**config.mk**
```make
export PLATFORM = sky130hd
export DESIGN_NAME = fan_tach_rpm_meter_flat
export DESIGN_NICKNAME = d
export VERILOG_FILES = /design/src/ftach_pkg.sv /design/src/ftach_in_if.sv /design/src/ftach_out_if.sv /design/src/ftach_fifo.sv /design/src/ftach_front.sv /design/src/ftach_back.sv /design/src/fan_tach_rpm_meter.sv /design/src/flat_wrapper.sv
export SDC_FILE = /design/constraint.sdc
export NUM_CORES = 2
export LEC_CHECK = 0
export BUFFER_PORTS_ARGS = -buffer_cell sky130_fd_sc_hd__buf_2
export CAP_MARGIN = 20
export CORE_MARGIN = 1.5
export CORE_UTILIZATION = 30
export CTS_CLUSTER_DIAMETER = 100
export DETAILED_ROUTE_END_ITERATION = 6
export GPL_TIMING_DRIVEN = 0
export PLACE_DENSITY = 0.42
export SLEW_MARGIN = 20
export SYNTH_ARGS = -nofsm -noshare
export SYNTH_HDL_FRONTEND = slang
export SYNTH_SLANG_ARGS = --single-unit
```
**constraint.sdc**
```tcl
create_clock -name clk -period 6.7 [get_ports clk]
set_clock_uncertainty 0.15 [all_clocks]
set_input_delay 1.34 -clock clk [delete_from_list [all_inputs] [get_ports clk]]
set_output_delay 1.34 -clock clk [all_outputs]
set_load 0.01 [all_outputs]
```
**src/ftach_pkg.sv**
```systemverilog
`timescale 1ns / 1ps
package ftach_pkg;

  localparam int NUM_OUT      = 3;
  localparam int CHANNELS_DEF = 3;
  localparam int HIST_DEF     = 10;
  localparam int QUEUE_DEF    = 2;

  // widths cover the full history depth range (up to 16 entries)
  localparam int CNT_W  = 5;
  localparam int SUM_W  = 20;
  localparam int PROD_W = SUM_W + 8;
  localparam int STEP_W = $clog2(PROD_W);
  localparam int CFG_AW = 4;

  localparam logic [7:0]  DEBOUNCE_RST = 8'd4;
  localparam logic [15:0] WINDOW_RST   = 16'd2000;
  localparam logic [7:0]  SCALE_RST    = 8'd60;

  localparam logic [1:0] REG_DEBOUNCE = 2'd0;
  localparam logic [1:0] REG_WINDOW   = 2'd1;
  localparam logic [1:0] REG_SCALE    = 2'd2;

  typedef struct packed {
    logic [7:0]  debounce_limit;
    logic [15:0] window_ticks;
    logic [7:0]  rpm_scale;
  } cfg_t;

  // one channel's window summary handed from front to back
  typedef struct packed {
    logic             zero;
    logic [CNT_W-1:0] n;
    logic [SUM_W-1:0] sum;
  } lane_t;

  localparam int LANE_W  = $bits(lane_t);
  localparam int ENTRY_W = LANE_W * NUM_OUT;

  typedef enum logic [1:0] {
    BK_IDLE,
    BK_DIV,
    BK_DONE
  } bk_state_t;

endpackage

```
**src/ftach_in_if.sv**
```systemverilog
`timescale 1ns / 1ps
interface ftach_in_if;
  logic       valid;
  logic       ready;
  logic [2:0] tach_levels;

  modport source (output valid, output tach_levels, input ready);
  modport sink (input valid, input tach_levels, output ready);
endinterface

```
**src/ftach_out_if.sv**
```systemverilog
`timescale 1ns / 1ps
interface ftach_out_if;
  logic        valid;
  logic        ready;
  logic [15:0] rpm_ch0;
  logic [15:0] rpm_ch1;
  logic [15:0] rpm_ch2;

  modport source (output valid, output rpm_ch0, output rpm_ch1, output rpm_ch2, input ready);
  modport sink (input valid, input rpm_ch0, input rpm_ch1, input rpm_ch2, output ready);
endinterface

```
**src/ftach_fifo.sv**
```systemverilog
`timescale 1ns / 1ps
module ftach_fifo #(
  parameter int WIDTH = 8,
  parameter int DEPTH = 2
) (
  input  logic             clk,
  input  logic             rst_n,
  input  logic             push,
  input  logic [WIDTH-1:0] wdata,
  output logic             full,
  input  logic             pop,
  output logic [WIDTH-1:0] rdata,
  output logic             empty
);

  localparam int PTR_W = (DEPTH > 1) ? $clog2(DEPTH) : 1;
  localparam int CNT_W = $clog2(DEPTH + 1);

  logic [WIDTH-1:0] mem_r [DEPTH];
  logic [PTR_W-1:0] wr_ptr_r, wr_ptr_nxt;
  logic [PTR_W-1:0] rd_ptr_r, rd_ptr_nxt;
  logic [CNT_W-1:0] count_r, count_nxt;

  assign full  = (count_r == CNT_W'(DEPTH));
  assign empty = (count_r == '0);
  assign rdata = mem_r[rd_ptr_r];

  always_comb begin
    wr_ptr_nxt = wr_ptr_r;
    rd_ptr_nxt = rd_ptr_r;
    count_nxt  = count_r;
    if (push) begin
      wr_ptr_nxt = (wr_ptr_r == PTR_W'(DEPTH - 1)) ? '0 : wr_ptr_r + PTR_W'(1);
    end
    if (pop) begin
      rd_ptr_nxt = (rd_ptr_r == PTR_W'(DEPTH - 1)) ? '0 : rd_ptr_r + PTR_W'(1);
    end
    if (push && !pop) begin
      count_nxt = count_r + CNT_W'(1);
    end else if (pop && !push) begin
      count_nxt = count_r - CNT_W'(1);
    end
  end

  always_ff @(posedge clk) begin
    if (!rst_n) begin
      wr_ptr_r <= '0;
      rd_ptr_r <= '0;
      count_r  <= '0;
    end else begin
      wr_ptr_r <= wr_ptr_nxt;
      rd_ptr_r <= rd_ptr_nxt;
      count_r  <= count_nxt;
    end
  end

  always_ff @(posedge clk) begin
    if (push) begin
      mem_r[wr_ptr_r] <= wdata;
    end
  end

`ifndef NO_ASSERTIONS
  a_no_overflow: assert property (@(posedge clk) disable iff (!rst_n) push |-> !full)
    else $error("queue push while full");
  a_no_underflow: assert property (@(posedge clk) disable iff (!rst_n) pop |-> !empty)
    else $error("queue pop while empty");
  a_count_bound: assert property (@(posedge clk) disable iff (!rst_n)
    count_r <= CNT_W'(DEPTH))
    else $error("queue count beyond depth");
  a_count_up: assert property (@(posedge clk) disable iff (!rst_n)
    (push && !pop) |=> count_r == $past(count_r) + CNT_W'(1))
    else $error("queue count did not advance on push");
`endif

endmodule

```
**src/ftach_front.sv**
```systemverilog
`timescale 1ns / 1ps
module ftach_front #(
  parameter int CHANNELS      = ftach_pkg::CHANNELS_DEF,
  parameter int HISTORY_DEPTH = ftach_pkg::HIST_DEF
) (
  input  logic                         clk,
  input  logic                         rst_n,
  ftach_in_if.sink                     in_ch,
  input  ftach_pkg::cfg_t              cfg,
  output logic                         q_push,
  output logic [ftach_pkg::ENTRY_W-1:0] q_wdata,
  input  logic                         q_full
);
  import ftach_pkg::*;

  logic [15:0] wc_r, wc_nxt;
  logic        wend;
  logic        accept;
  lane_t       entry_w [NUM_OUT];

  // window end depends only on the tick counter and the window length, never on the pin levels
  assign wend        = ({1'b0, wc_r} + 17'd1) >= {1'b0, cfg.window_ticks};
  assign in_ch.ready = !wend || !q_full;
  assign accept      = in_ch.valid && in_ch.ready;
  assign q_push      = accept && wend;

  always_comb begin
    wc_nxt = wc_r;
    if (accept) begin
      wc_nxt = wend ? 16'd0 : wc_r + 16'd1;
    end
  end

  always_ff @(posedge clk) begin
    if (!rst_n) begin
      wc_r <= '0;
    end else begin
      wc_r <= wc_nxt;
    end
  end

  for (genvar g = 0; g < NUM_OUT; g++) begin : g_ch
    if (g < CHANNELS) begin : g_on
      logic             await_r, await_nxt;
      logic [7:0]       run_r, run_nxt, run_inc;
      logic [15:0]      cnt_r, cnt_nxt, cnt_dbn;
      logic [15:0]      hist_r [HISTORY_DEPTH];
      logic [15:0]      hist_nxt [HISTORY_DEPTH];
      logic [SUM_W-1:0] sum_r, sum_nxt, sum_sh;
      logic [CNT_W-1:0] n_c;
      logic             level;
      logic             qual;

      assign level = in_ch.tach_levels[g];

      always_comb begin
        run_inc   = (run_r == 8'hFF) ? 8'hFF : run_r + 8'd1;
        qual      = (level == await_r) && (run_inc > cfg.debounce_limit);
        cnt_dbn   = (qual && level && (cnt_r != 16'hFFFF)) ? cnt_r + 16'd1 : cnt_r;
        // sum of the whole history equals the sum from the oldest nonzero entry
        sum_sh    = sum_r - SUM_W'(hist_r[0]) + SUM_W'(cnt_dbn);
        await_nxt = await_r;
        run_nxt   = run_r;
        cnt_nxt   = cnt_r;
        hist_nxt  = hist_r;
        sum_nxt   = sum_r;
        if (accept) begin
          await_nxt = qual ? ~level : await_r;
          run_nxt   = ((level != await_r) || qual) ? 8'd0 : run_inc;
          cnt_nxt   = cnt_dbn;
          if (wend) begin
            cnt_nxt = '0;
            for (int i = 0; i < HISTORY_DEPTH - 1; i++) begin
              hist_nxt[i] = hist_r[i+1];
            end
            hist_nxt[HISTORY_DEPTH-1] = cnt_dbn;
            sum_nxt = sum_sh;
          end
        end
      end

      // entries from the oldest nonzero one, seen on the shifted history
      always_comb begin
        n_c = (cnt_dbn != '0) ? CNT_W'(1) : '0;
        for (int i = HISTORY_DEPTH - 2; i >= 0; i--) begin
          if (hist_r[i+1] != '0) begin
            n_c = CNT_W'(HISTORY_DEPTH - i);
          end
        end
      end

      assign entry_w[g] = '{zero: (hist_r[HISTORY_DEPTH-1] == '0) && (cnt_dbn == '0),
                            n: n_c, sum: sum_sh};

      always_ff @(posedge clk) begin
        if (!rst_n) begin
          await_r <= 1'b0;
          run_r   <= '0;
          cnt_r   <= '0;
          hist_r  <= '{default: '0};
          sum_r   <= '0;
        end else begin
          await_r <= await_nxt;
          run_r   <= run_nxt;
          cnt_r   <= cnt_nxt;
          hist_r  <= hist_nxt;
          sum_r   <= sum_nxt;
        end
      end
    end else begin : g_off
      assign entry_w[g] = '{zero: 1'b1, n: '0, sum: '0};
    end
  end

  always_comb begin
    for (int i = 0; i < NUM_OUT; i++) begin
      q_wdata[i*LANE_W +: LANE_W] = entry_w[i];
    end
  end

endmodule

```
**src/ftach_back.sv**
```systemverilog
`timescale 1ns / 1ps
module ftach_back #(
  parameter int CHANNELS = ftach_pkg::CHANNELS_DEF
) (
  input  logic                          clk,
  input  logic                          rst_n,
  input  ftach_pkg::cfg_t               cfg,
  input  logic [ftach_pkg::ENTRY_W-1:0] q_rdata,
  input  logic                          q_empty,
  output logic                          q_pop,
  ftach_out_if.source                   out_ch
);
  import ftach_pkg::*;

  bk_state_t         state_r, state_nxt;
  logic [STEP_W-1:0] step_r, step_nxt;
  logic              out_valid_r, out_valid_nxt;
  logic              load_out;
  logic              last_step;
  logic [15:0]       rpm_w [NUM_OUT];

  assign last_step = (step_r == STEP_W'(PROD_W - 1));

  always_comb begin
    state_nxt = state_r;
    step_nxt  = step_r;
    q_pop     = 1'b0;
    load_out  = 1'b0;
    case (state_r)
      BK_IDLE: begin
        if (!q_empty) begin
          q_pop     = 1'b1;
          step_nxt  = '0;
          state_nxt = BK_DIV;
        end
      end
      BK_DIV: begin
        step_nxt = step_r + STEP_W'(1);
        if (last_step) begin
          state_nxt = BK_DONE;
        end
      end
      BK_DONE: begin
        // hold the quotient until the output register frees up
        if (!out_valid_r || out_ch.ready) begin
          load_out  = 1'b1;
          state_nxt = BK_IDLE;
        end
      end
      default: state_nxt = BK_IDLE;
    endcase
  end

  always_comb begin
    out_valid_nxt = out_valid_r;
    if (load_out) begin
      out_valid_nxt = 1'b1;
    end else if (out_ch.ready) begin
      out_valid_nxt = 1'b0;
    end
  end

  always_ff @(posedge clk) begin
    if (!rst_n) begin
      state_r     <= BK_IDLE;
      step_r      <= '0;
      out_valid_r <= 1'b0;
    end else begin
      state_r     <= state_nxt;
      step_r      <= step_nxt;
      out_valid_r <= out_valid_nxt;
    end
  end

  for (genvar g = 0; g < NUM_OUT; g++) begin : g_lane
    if (g < CHANNELS) begin : g_on
      lane_t             ln;
      logic [PROD_W-1:0] quo_r, quo_nxt;
      logic [CNT_W-1:0]  rem_r, rem_nxt;
      logic [CNT_W-1:0]  n_r;
      logic              zero_r;
      logic [CNT_W:0]    shifted;
      logic              ge;
      logic [15:0]       rpm_r;

      assign ln = lane_t'(q_rdata[g*LANE_W +: LANE_W]);

      // restoring division, one quotient bit per cycle
      always_comb begin
        shifted = {rem_r, quo_r[PROD_W-1]};
        ge      = shifted >= {1'b0, n_r};
        rem_nxt = ge ? CNT_W'(shifted - {1'b0, n_r}) : shifted[CNT_W-1:0];
        quo_nxt = {quo_r[PROD_W-2:0], ge};
      end

      always_ff @(posedge clk) begin
        if (q_pop) begin
          quo_r  <= PROD_W'(ln.sum) * PROD_W'(cfg.rpm_scale);
          rem_r  <= '0;
          n_r    <= ln.n;
          zero_r <= ln.zero || (ln.n == '0);
        end else if (state_r == BK_DIV) begin
          quo_r <= quo_nxt;
          rem_r <= rem_nxt;
        end
      end

      always_ff @(posedge clk) begin
        if (load_out) begin
          if (zero_r) begin
            rpm_r <= '0;
          end else if (|quo_r[PROD_W-1:16]) begin
            rpm_r <= 16'hFFFF;
          end else begin
            rpm_r <= quo_r[15:0];
          end
        end
      end

      assign rpm_w[g] = rpm_r;
    end else begin : g_off
      assign rpm_w[g] = '0;
    end
  end

  assign out_ch.valid   = out_valid_r;
  assign out_ch.rpm_ch0 = rpm_w[0];
  assign out_ch.rpm_ch1 = rpm_w[1];
  assign out_ch.rpm_ch2 = rpm_w[2];

endmodule

```
**src/fan_tach_rpm_meter.sv**
```systemverilog
`timescale 1ns / 1ps
// channel   direction  beat payload
// in_ch     in         tach_levels[2:0], one sample tick
// out_ch    out        rpm_ch0, rpm_ch1, rpm_ch2, one beat per window end
// cfg_*     in         APB write/read of debounce_limit, window_ticks, rpm_scale
//
// A tick is taken every cycle the front is ready; a window-ending tick also pushes
// a summary into a two-entry queue and stalls only while that queue is full.
// A popped summary goes through the one-bit-per-cycle dividers, one per channel,
// running side by side, and the rpm result is then loaded into the output register.
// Reset is synchronous: counters, debouncers and history clear at once, no sweep.
// A waiting result sits in the output register; the front stalls only once the
// queue behind it has filled.
module fan_tach_rpm_meter #(
  parameter int CHANNELS      = ftach_pkg::CHANNELS_DEF,
  parameter int HISTORY_DEPTH = ftach_pkg::HIST_DEF,
  parameter int QUEUE_DEPTH   = ftach_pkg::QUEUE_DEF
) (
  input  logic                        clk,
  input  logic                        rst_n,
  ftach_in_if.sink                    in_ch,
  ftach_out_if.source                 out_ch,
  input  logic                        cfg_psel,
  input  logic                        cfg_penable,
  input  logic                        cfg_pwrite,
  input  logic [ftach_pkg::CFG_AW-1:0] cfg_paddr,
  input  logic [31:0]                 cfg_pwdata,
  output logic [31:0]                 cfg_prdata,
  output logic                        cfg_pready
);
  import ftach_pkg::*;

  cfg_t               cfg_r;
  logic               cfg_wr;
  logic [1:0]         reg_idx;
  logic               q_push;
  logic               q_pop;
  logic               q_full;
  logic               q_empty;
  logic [ENTRY_W-1:0] q_wdata;
  logic [ENTRY_W-1:0] q_rdata;

  assign cfg_pready = 1'b1;
  assign cfg_wr     = cfg_psel && cfg_penable && cfg_pwrite;
  assign reg_idx    = cfg_paddr[3:2];

  always_ff @(posedge clk) begin
    if (!rst_n) begin
      cfg_r.debounce_limit <= DEBOUNCE_RST;
      cfg_r.window_ticks   <= WINDOW_RST;
      cfg_r.rpm_scale      <= SCALE_RST;
    end else if (cfg_wr) begin
      case (reg_idx)
        REG_DEBOUNCE: cfg_r.debounce_limit <= cfg_pwdata[7:0];
        REG_WINDOW:   cfg_r.window_ticks   <= cfg_pwdata[15:0];
        REG_SCALE:    cfg_r.rpm_scale      <= cfg_pwdata[7:0];
        default: ;
      endcase
    end
  end

  always_comb begin
    case (reg_idx)
      REG_DEBOUNCE: cfg_prdata = {24'd0, cfg_r.debounce_limit};
      REG_WINDOW:   cfg_prdata = {16'd0, cfg_r.window_ticks};
      REG_SCALE:    cfg_prdata = {24'd0, cfg_r.rpm_scale};
      default:      cfg_prdata = '0;
    endcase
  end

  ftach_front #(
    .CHANNELS      (CHANNELS),
    .HISTORY_DEPTH (HISTORY_DEPTH)
  ) u_front (
    .clk     (clk),
    .rst_n   (rst_n),
    .in_ch   (in_ch),
    .cfg     (cfg_r),
    .q_push  (q_push),
    .q_wdata (q_wdata),
    .q_full  (q_full)
  );

  ftach_fifo #(
    .WIDTH (ENTRY_W),
    .DEPTH (QUEUE_DEPTH)
  ) u_queue (
    .clk   (clk),
    .rst_n (rst_n),
    .push  (q_push),
    .wdata (q_wdata),
    .full  (q_full),
    .pop   (q_pop),
    .rdata (q_rdata),
    .empty (q_empty)
  );

  ftach_back #(
    .CHANNELS (CHANNELS)
  ) u_back (
    .clk     (clk),
    .rst_n   (rst_n),
    .cfg     (cfg_r),
    .q_rdata (q_rdata),
    .q_empty (q_empty),
    .q_pop   (q_pop),
    .out_ch  (out_ch)
  );

endmodule
```
**src/flat_wrapper.sv**
```systemverilog
// flat-port wrapper written by rule: the top's interface ports become plain ports
module fan_tach_rpm_meter_flat import ftach_pkg::*;
#(
  parameter int CHANNELS      = ftach_pkg::CHANNELS_DEF,
  parameter int HISTORY_DEPTH = ftach_pkg::HIST_DEF,
  parameter int QUEUE_DEPTH   = ftach_pkg::QUEUE_DEF
)
  (clk, rst_n, cfg_psel, cfg_penable, cfg_pwrite, cfg_paddr, cfg_pwdata, cfg_prdata, cfg_pready, in_ch_valid, in_ch_tach_levels, in_ch_ready, out_ch_valid, out_ch_rpm_ch0, out_ch_rpm_ch1, out_ch_rpm_ch2, out_ch_ready);
  ftach_in_if in_ch_i ();
  ftach_out_if out_ch_i ();
  input  logic clk;
  input  logic rst_n;
  input  logic cfg_psel;
  input  logic cfg_penable;
  input  logic cfg_pwrite;
  input  logic [ftach_pkg::CFG_AW-1:0] cfg_paddr;
  input  logic [31:0] cfg_pwdata;
  output logic [31:0] cfg_prdata;
  output logic cfg_pready;
  input wire logic [$bits(in_ch_i.valid)-1:0] in_ch_valid;
  input wire logic [$bits(in_ch_i.tach_levels)-1:0] in_ch_tach_levels;
  output wire logic [$bits(in_ch_i.ready)-1:0] in_ch_ready;
  output wire logic [$bits(out_ch_i.valid)-1:0] out_ch_valid;
  output wire logic [$bits(out_ch_i.rpm_ch0)-1:0] out_ch_rpm_ch0;
  output wire logic [$bits(out_ch_i.rpm_ch1)-1:0] out_ch_rpm_ch1;
  output wire logic [$bits(out_ch_i.rpm_ch2)-1:0] out_ch_rpm_ch2;
  input wire logic [$bits(out_ch_i.ready)-1:0] out_ch_ready;
  assign in_ch_i.valid = in_ch_valid;
  assign in_ch_i.tach_levels = in_ch_tach_levels;
  assign in_ch_ready = in_ch_i.ready;
  assign out_ch_valid = out_ch_i.valid;
  assign out_ch_rpm_ch0 = out_ch_i.rpm_ch0;
  assign out_ch_rpm_ch1 = out_ch_i.rpm_ch1;
  assign out_ch_rpm_ch2 = out_ch_i.rpm_ch2;
  assign out_ch_i.ready = out_ch_ready;
  fan_tach_rpm_meter #(.CHANNELS(CHANNELS), .HISTORY_DEPTH(HISTORY_DEPTH), .QUEUE_DEPTH(QUEUE_DEPTH)) u_core (.clk(clk), .rst_n(rst_n), .in_ch(in_ch_i), .out_ch(out_ch_i), .cfg_psel(cfg_psel), .cfg_penable(cfg_penable), .cfg_pwrite(cfg_pwrite), .cfg_paddr(cfg_paddr), .cfg_pwdata(cfg_pwdata), .cfg_prdata(cfg_prdata), .cfg_pready(cfg_pready));
endmodule
```
==> impl_metrics.toml <==
[critical_path]
crit_required_ns = 6.99
crit_family = "adder cells"
rr_startpoint = "u_core.cfg_r[6]"
r2r-end = "u_core.u_back.g_lane[0].g_on.quo_r[26]"
cp_max_fo = 10
slowest_stage = "dfxtp_2"
reg2reg_depth = 18
crit_arrival_ns = 6.75
cpMostUsedCell = "fa_1"
cp_num_buf_inv = 3
crit_path_end_kind = "flop"
r2r_setup_slack_ns = 0.24
startpoint_type = "flop"
max_stage_delay_ns = 0.57
path_cells = "clkbuf_2 > clkbuf_2 > nand2_1 > fa_1 > fa_1 > fa_1 > fa_1 > inv_1 > ha_1 > a211o_1 > a211oi_2 > nor3b_1 > a41o_1 > o41a_1 > a211oi_2 > a21oi_1 > xnor2_1 > o21ai_0"
worstSetupPathType = "reg2reg"
crit_start = "u_core.cfg_r[6]"

[logic_synthesis]
async_flop_share_pct = 0
syn_area_sq_um = 59100
synthCells = 6662
yosys.cell_types.count = 89
synth-edff-count = 297
ys_seq_area_share_pct = 38.5
ys_ff_latch = 988
synth-main-ff-cell = "dfxtp_1"
avgSynthCellArea_sq_um = 8.87
ys_warn_count = 0

[global_route]
grtUsageTotal_pct = 18.3
first_global_vias = 46000
overflow = 0
grt_max_degree = 49
grt_pass1_wl_mm = 282
antenna_found_initial = 5

[cells_and_area]
layout_common_cells = "nand2_1, dfxtp_1, a21oi_1, inv_1, fa_1"
final_nets = 7602
area_growth_pct = 14.7
drive_gt1_share_pct = 9.62
fin_area_sq_um = 67800
layout_commonest_cell = "nand2_1"
utilization_pct = 34.7
num-fill-cells = 20300

[min_path]
min-delay-start = "u_core.u_front.g_ch[0].g_on.sum_r[8]"
whs_path_depth = 2
min_path_type = "reg2reg"
worstHoldEndpoint = "u_core.u_front.g_ch[0].g_on.sum_r[8]"

[cts]
numCtsBuffers = 115
cts_buffer_depth = 3
cts.clk_slew.worst_paths_ns = 0.06
cts-root-buf = "clkbuf_16"
cts_tree = "done"
clock-sinks = 988
cts_hold_buffers = 0
clock_latency_ns = 0.76
htree_levels = 3

[floorplanning]
dieArea_sq_um = 200000
ios = 129
initial_utilization_pct = 30.3
die_h_microns = 447
core-area_sq_um = 195000
die_w_microns = 447
rows = 162

[pwr]
irDropWorstVdd_v = 0.000226
pwr_density_cell_nw_per_um2 = 332
p_leak_uw = 0.0260

[timing]
holdWs_ns = 0.306
setup_slack_ns = 0.242
drv_slew = 0
finalSetupViolations = 0
clock.fmax_ghz = 0.155
hold_violations = 0
tightestPinTransition_ns = 1.20
maxSlewHeadroom_pct = 18.9
fin_crit_sh_pct = 96.4
rsz0062_at_grt = "true"
fin_crit_ns = 6.46

[placement]
portBuffers = 93
place_area_sq_um = 63100
dp_hpwl_mm = 144
preCtsSetupSlack_ns = -1.40
gp_congestion = 0.859

[job]
max_cap_violations = 0

[routing]
num_vias = 45900
firstDrtPassIters = 7
postRouteAntennaNets = 0
dr.first_iter.drc_count = 2660
avgRoutedWirePerCell_microns = 19.1
via_per_inst = 4.76
drc = 0
routed_wl_mm = 184

[status]
run_status = "complete, no violations"
[registers in the layout, summed over array words and instances (netlist names), 24 cells and up, named ones only]
name                             flops
u_core.u_front.g_ch.g_on.hist_r    480
u_core.u_front.g_ch.g_on.sum_r      60
u_core.u_back.g_lane.g_on.quo_r     84
u_core.u_front.g_ch.g_on.cnt_r      48
u_core.u_front.g_ch.g_on.run_r      24
u_core.u_queue.mem_r               150
u_core.cfg_r                        32
[worst min-delay path: cells and delay by family, from the launching register on]
family             cells  cell delay (ns)
AOI/OAI and AO/OA      1             0.05
DFF                    1             0.31
and+or+nand+nor        1             0.05
[what timing repair did]
item	4_1_cts	5_1_grt
cloned	0	0
pin swaps	4	16
buffers inserted	6	16
endpoints found under the setup margin	123	78
gates resized for setup	79	77
[cells in the mapped netlist, types with 8 or more instances]
master,n,area (sq um)
a211oi_1,31,233
a211oi_2,30,375
a21o_1,44,330
a21oi_1,685,3430
a22oi_1,11,82.6
a31oi_1,20,125
and2_1,188,1180
and3_1,28,175
and4_1,12,105
buf_1,14,52.6
buf_2,34,170
buf_4,34,255
buf_6,49,552
clkbuf_1,224,841
dfxtp_1,691,13800
edfxtp_1,297,8920
fa_1,375,7510
ha_1,265,3320
inv_1,535,2010
mux2_2,71,800
mux2i_1,38,380
nand2_1,1540,5780
nand2b_1,40,250
nand3_1,102,510
nand4_1,63,394
nor2_1,364,1370
nor2b_1,63,394
nor3_1,68,340
nor4_1,134,838
o211ai_1,29,218
o21a_1,19,143
o21ai_0,159,796
o21bai_1,12,90.1
o31ai_1,21,158
or2_2,16,100
or3_1,27,169
or4_1,8,60.1
xnor2_1,105,920
xor2_1,104,911
[power by group]
part,switching (uW),internal (uW),total [uW]
clock network,2660,3720,6380
logic,5460,3620,9080
registers,237,6800,7040
total,8360,14100,22500
[metal layers]
| metal | global-route usage [%] | vias up | share of wire [%] |
|---|---|---|---|
| li1 | - | 22700 | - |
| met1 | 25.8 | 22200 | 49 |
| met2 | 29.6 | 725 | 45 |
| met3 | 2.04 | 233 | 3.3 |
| met4 | 5.03 | 0 | 2.8 |
| met5 | 0 | - | 0 |
[per-stage QoR]
stage / instances / TNS, ns / power, uW
floorplan: 6677 / 0 / 13600
global placement: 9394 / -299.19 / 16200
detailed placement: 9405 / -47.39 / 16100
CTS: 9623 / 0 / 22700
global route: 9639 / -0.260 / 24300
finish: 9641 / 0 / 22500
[how the worst max path moves through the flow]
stage / end / cells after the start
2_1_floorplan: u_core.u_back.g_lane[1].g_on.quo_r[26] / 20
4_1_cts: u_core.u_queue.mem_r[1][44] / 25
5_1_grt: u_core.u_back.g_lane[1].g_on.quo_r[26] / 18
3_3_place_gp: u_core.u_queue.mem_r[0][44] / 23
6_report: u_core.u_back.g_lane[0].g_on.quo_r[26] / 18
3_5_place_dp: u_core.u_back.g_lane[1].g_on.quo_r[26] / 20
[cells by family after synthesis]
logic type                 share of synthesized area [%]
xor gates and xnor gates                            3.13
adders and majority gates                           18.3
other                                             0.0127
and+or+nand+nor                                     20.3
DFF                                                 38.5
buffers and inverters                               6.59
AOI/OAI and AO/OA                                   11.1
muxes                                               2.00
[cell type report]
class                      instances  area (sq um)  area share, %
antenna                            3          7.51         0.0111
timing repair buffer             126           828           1.22
clock buffer                     174          3340           4.93
clock inverter                    41           497          0.733
sequential                       988         22800           33.6
buffer                           351          1950           2.88
tap                             2624          3280           4.84
multi-input combinational       4797         33100           48.8
inverter                         537          2020           2.98
No activity file was read; power rests on OpenSTA's default activity.
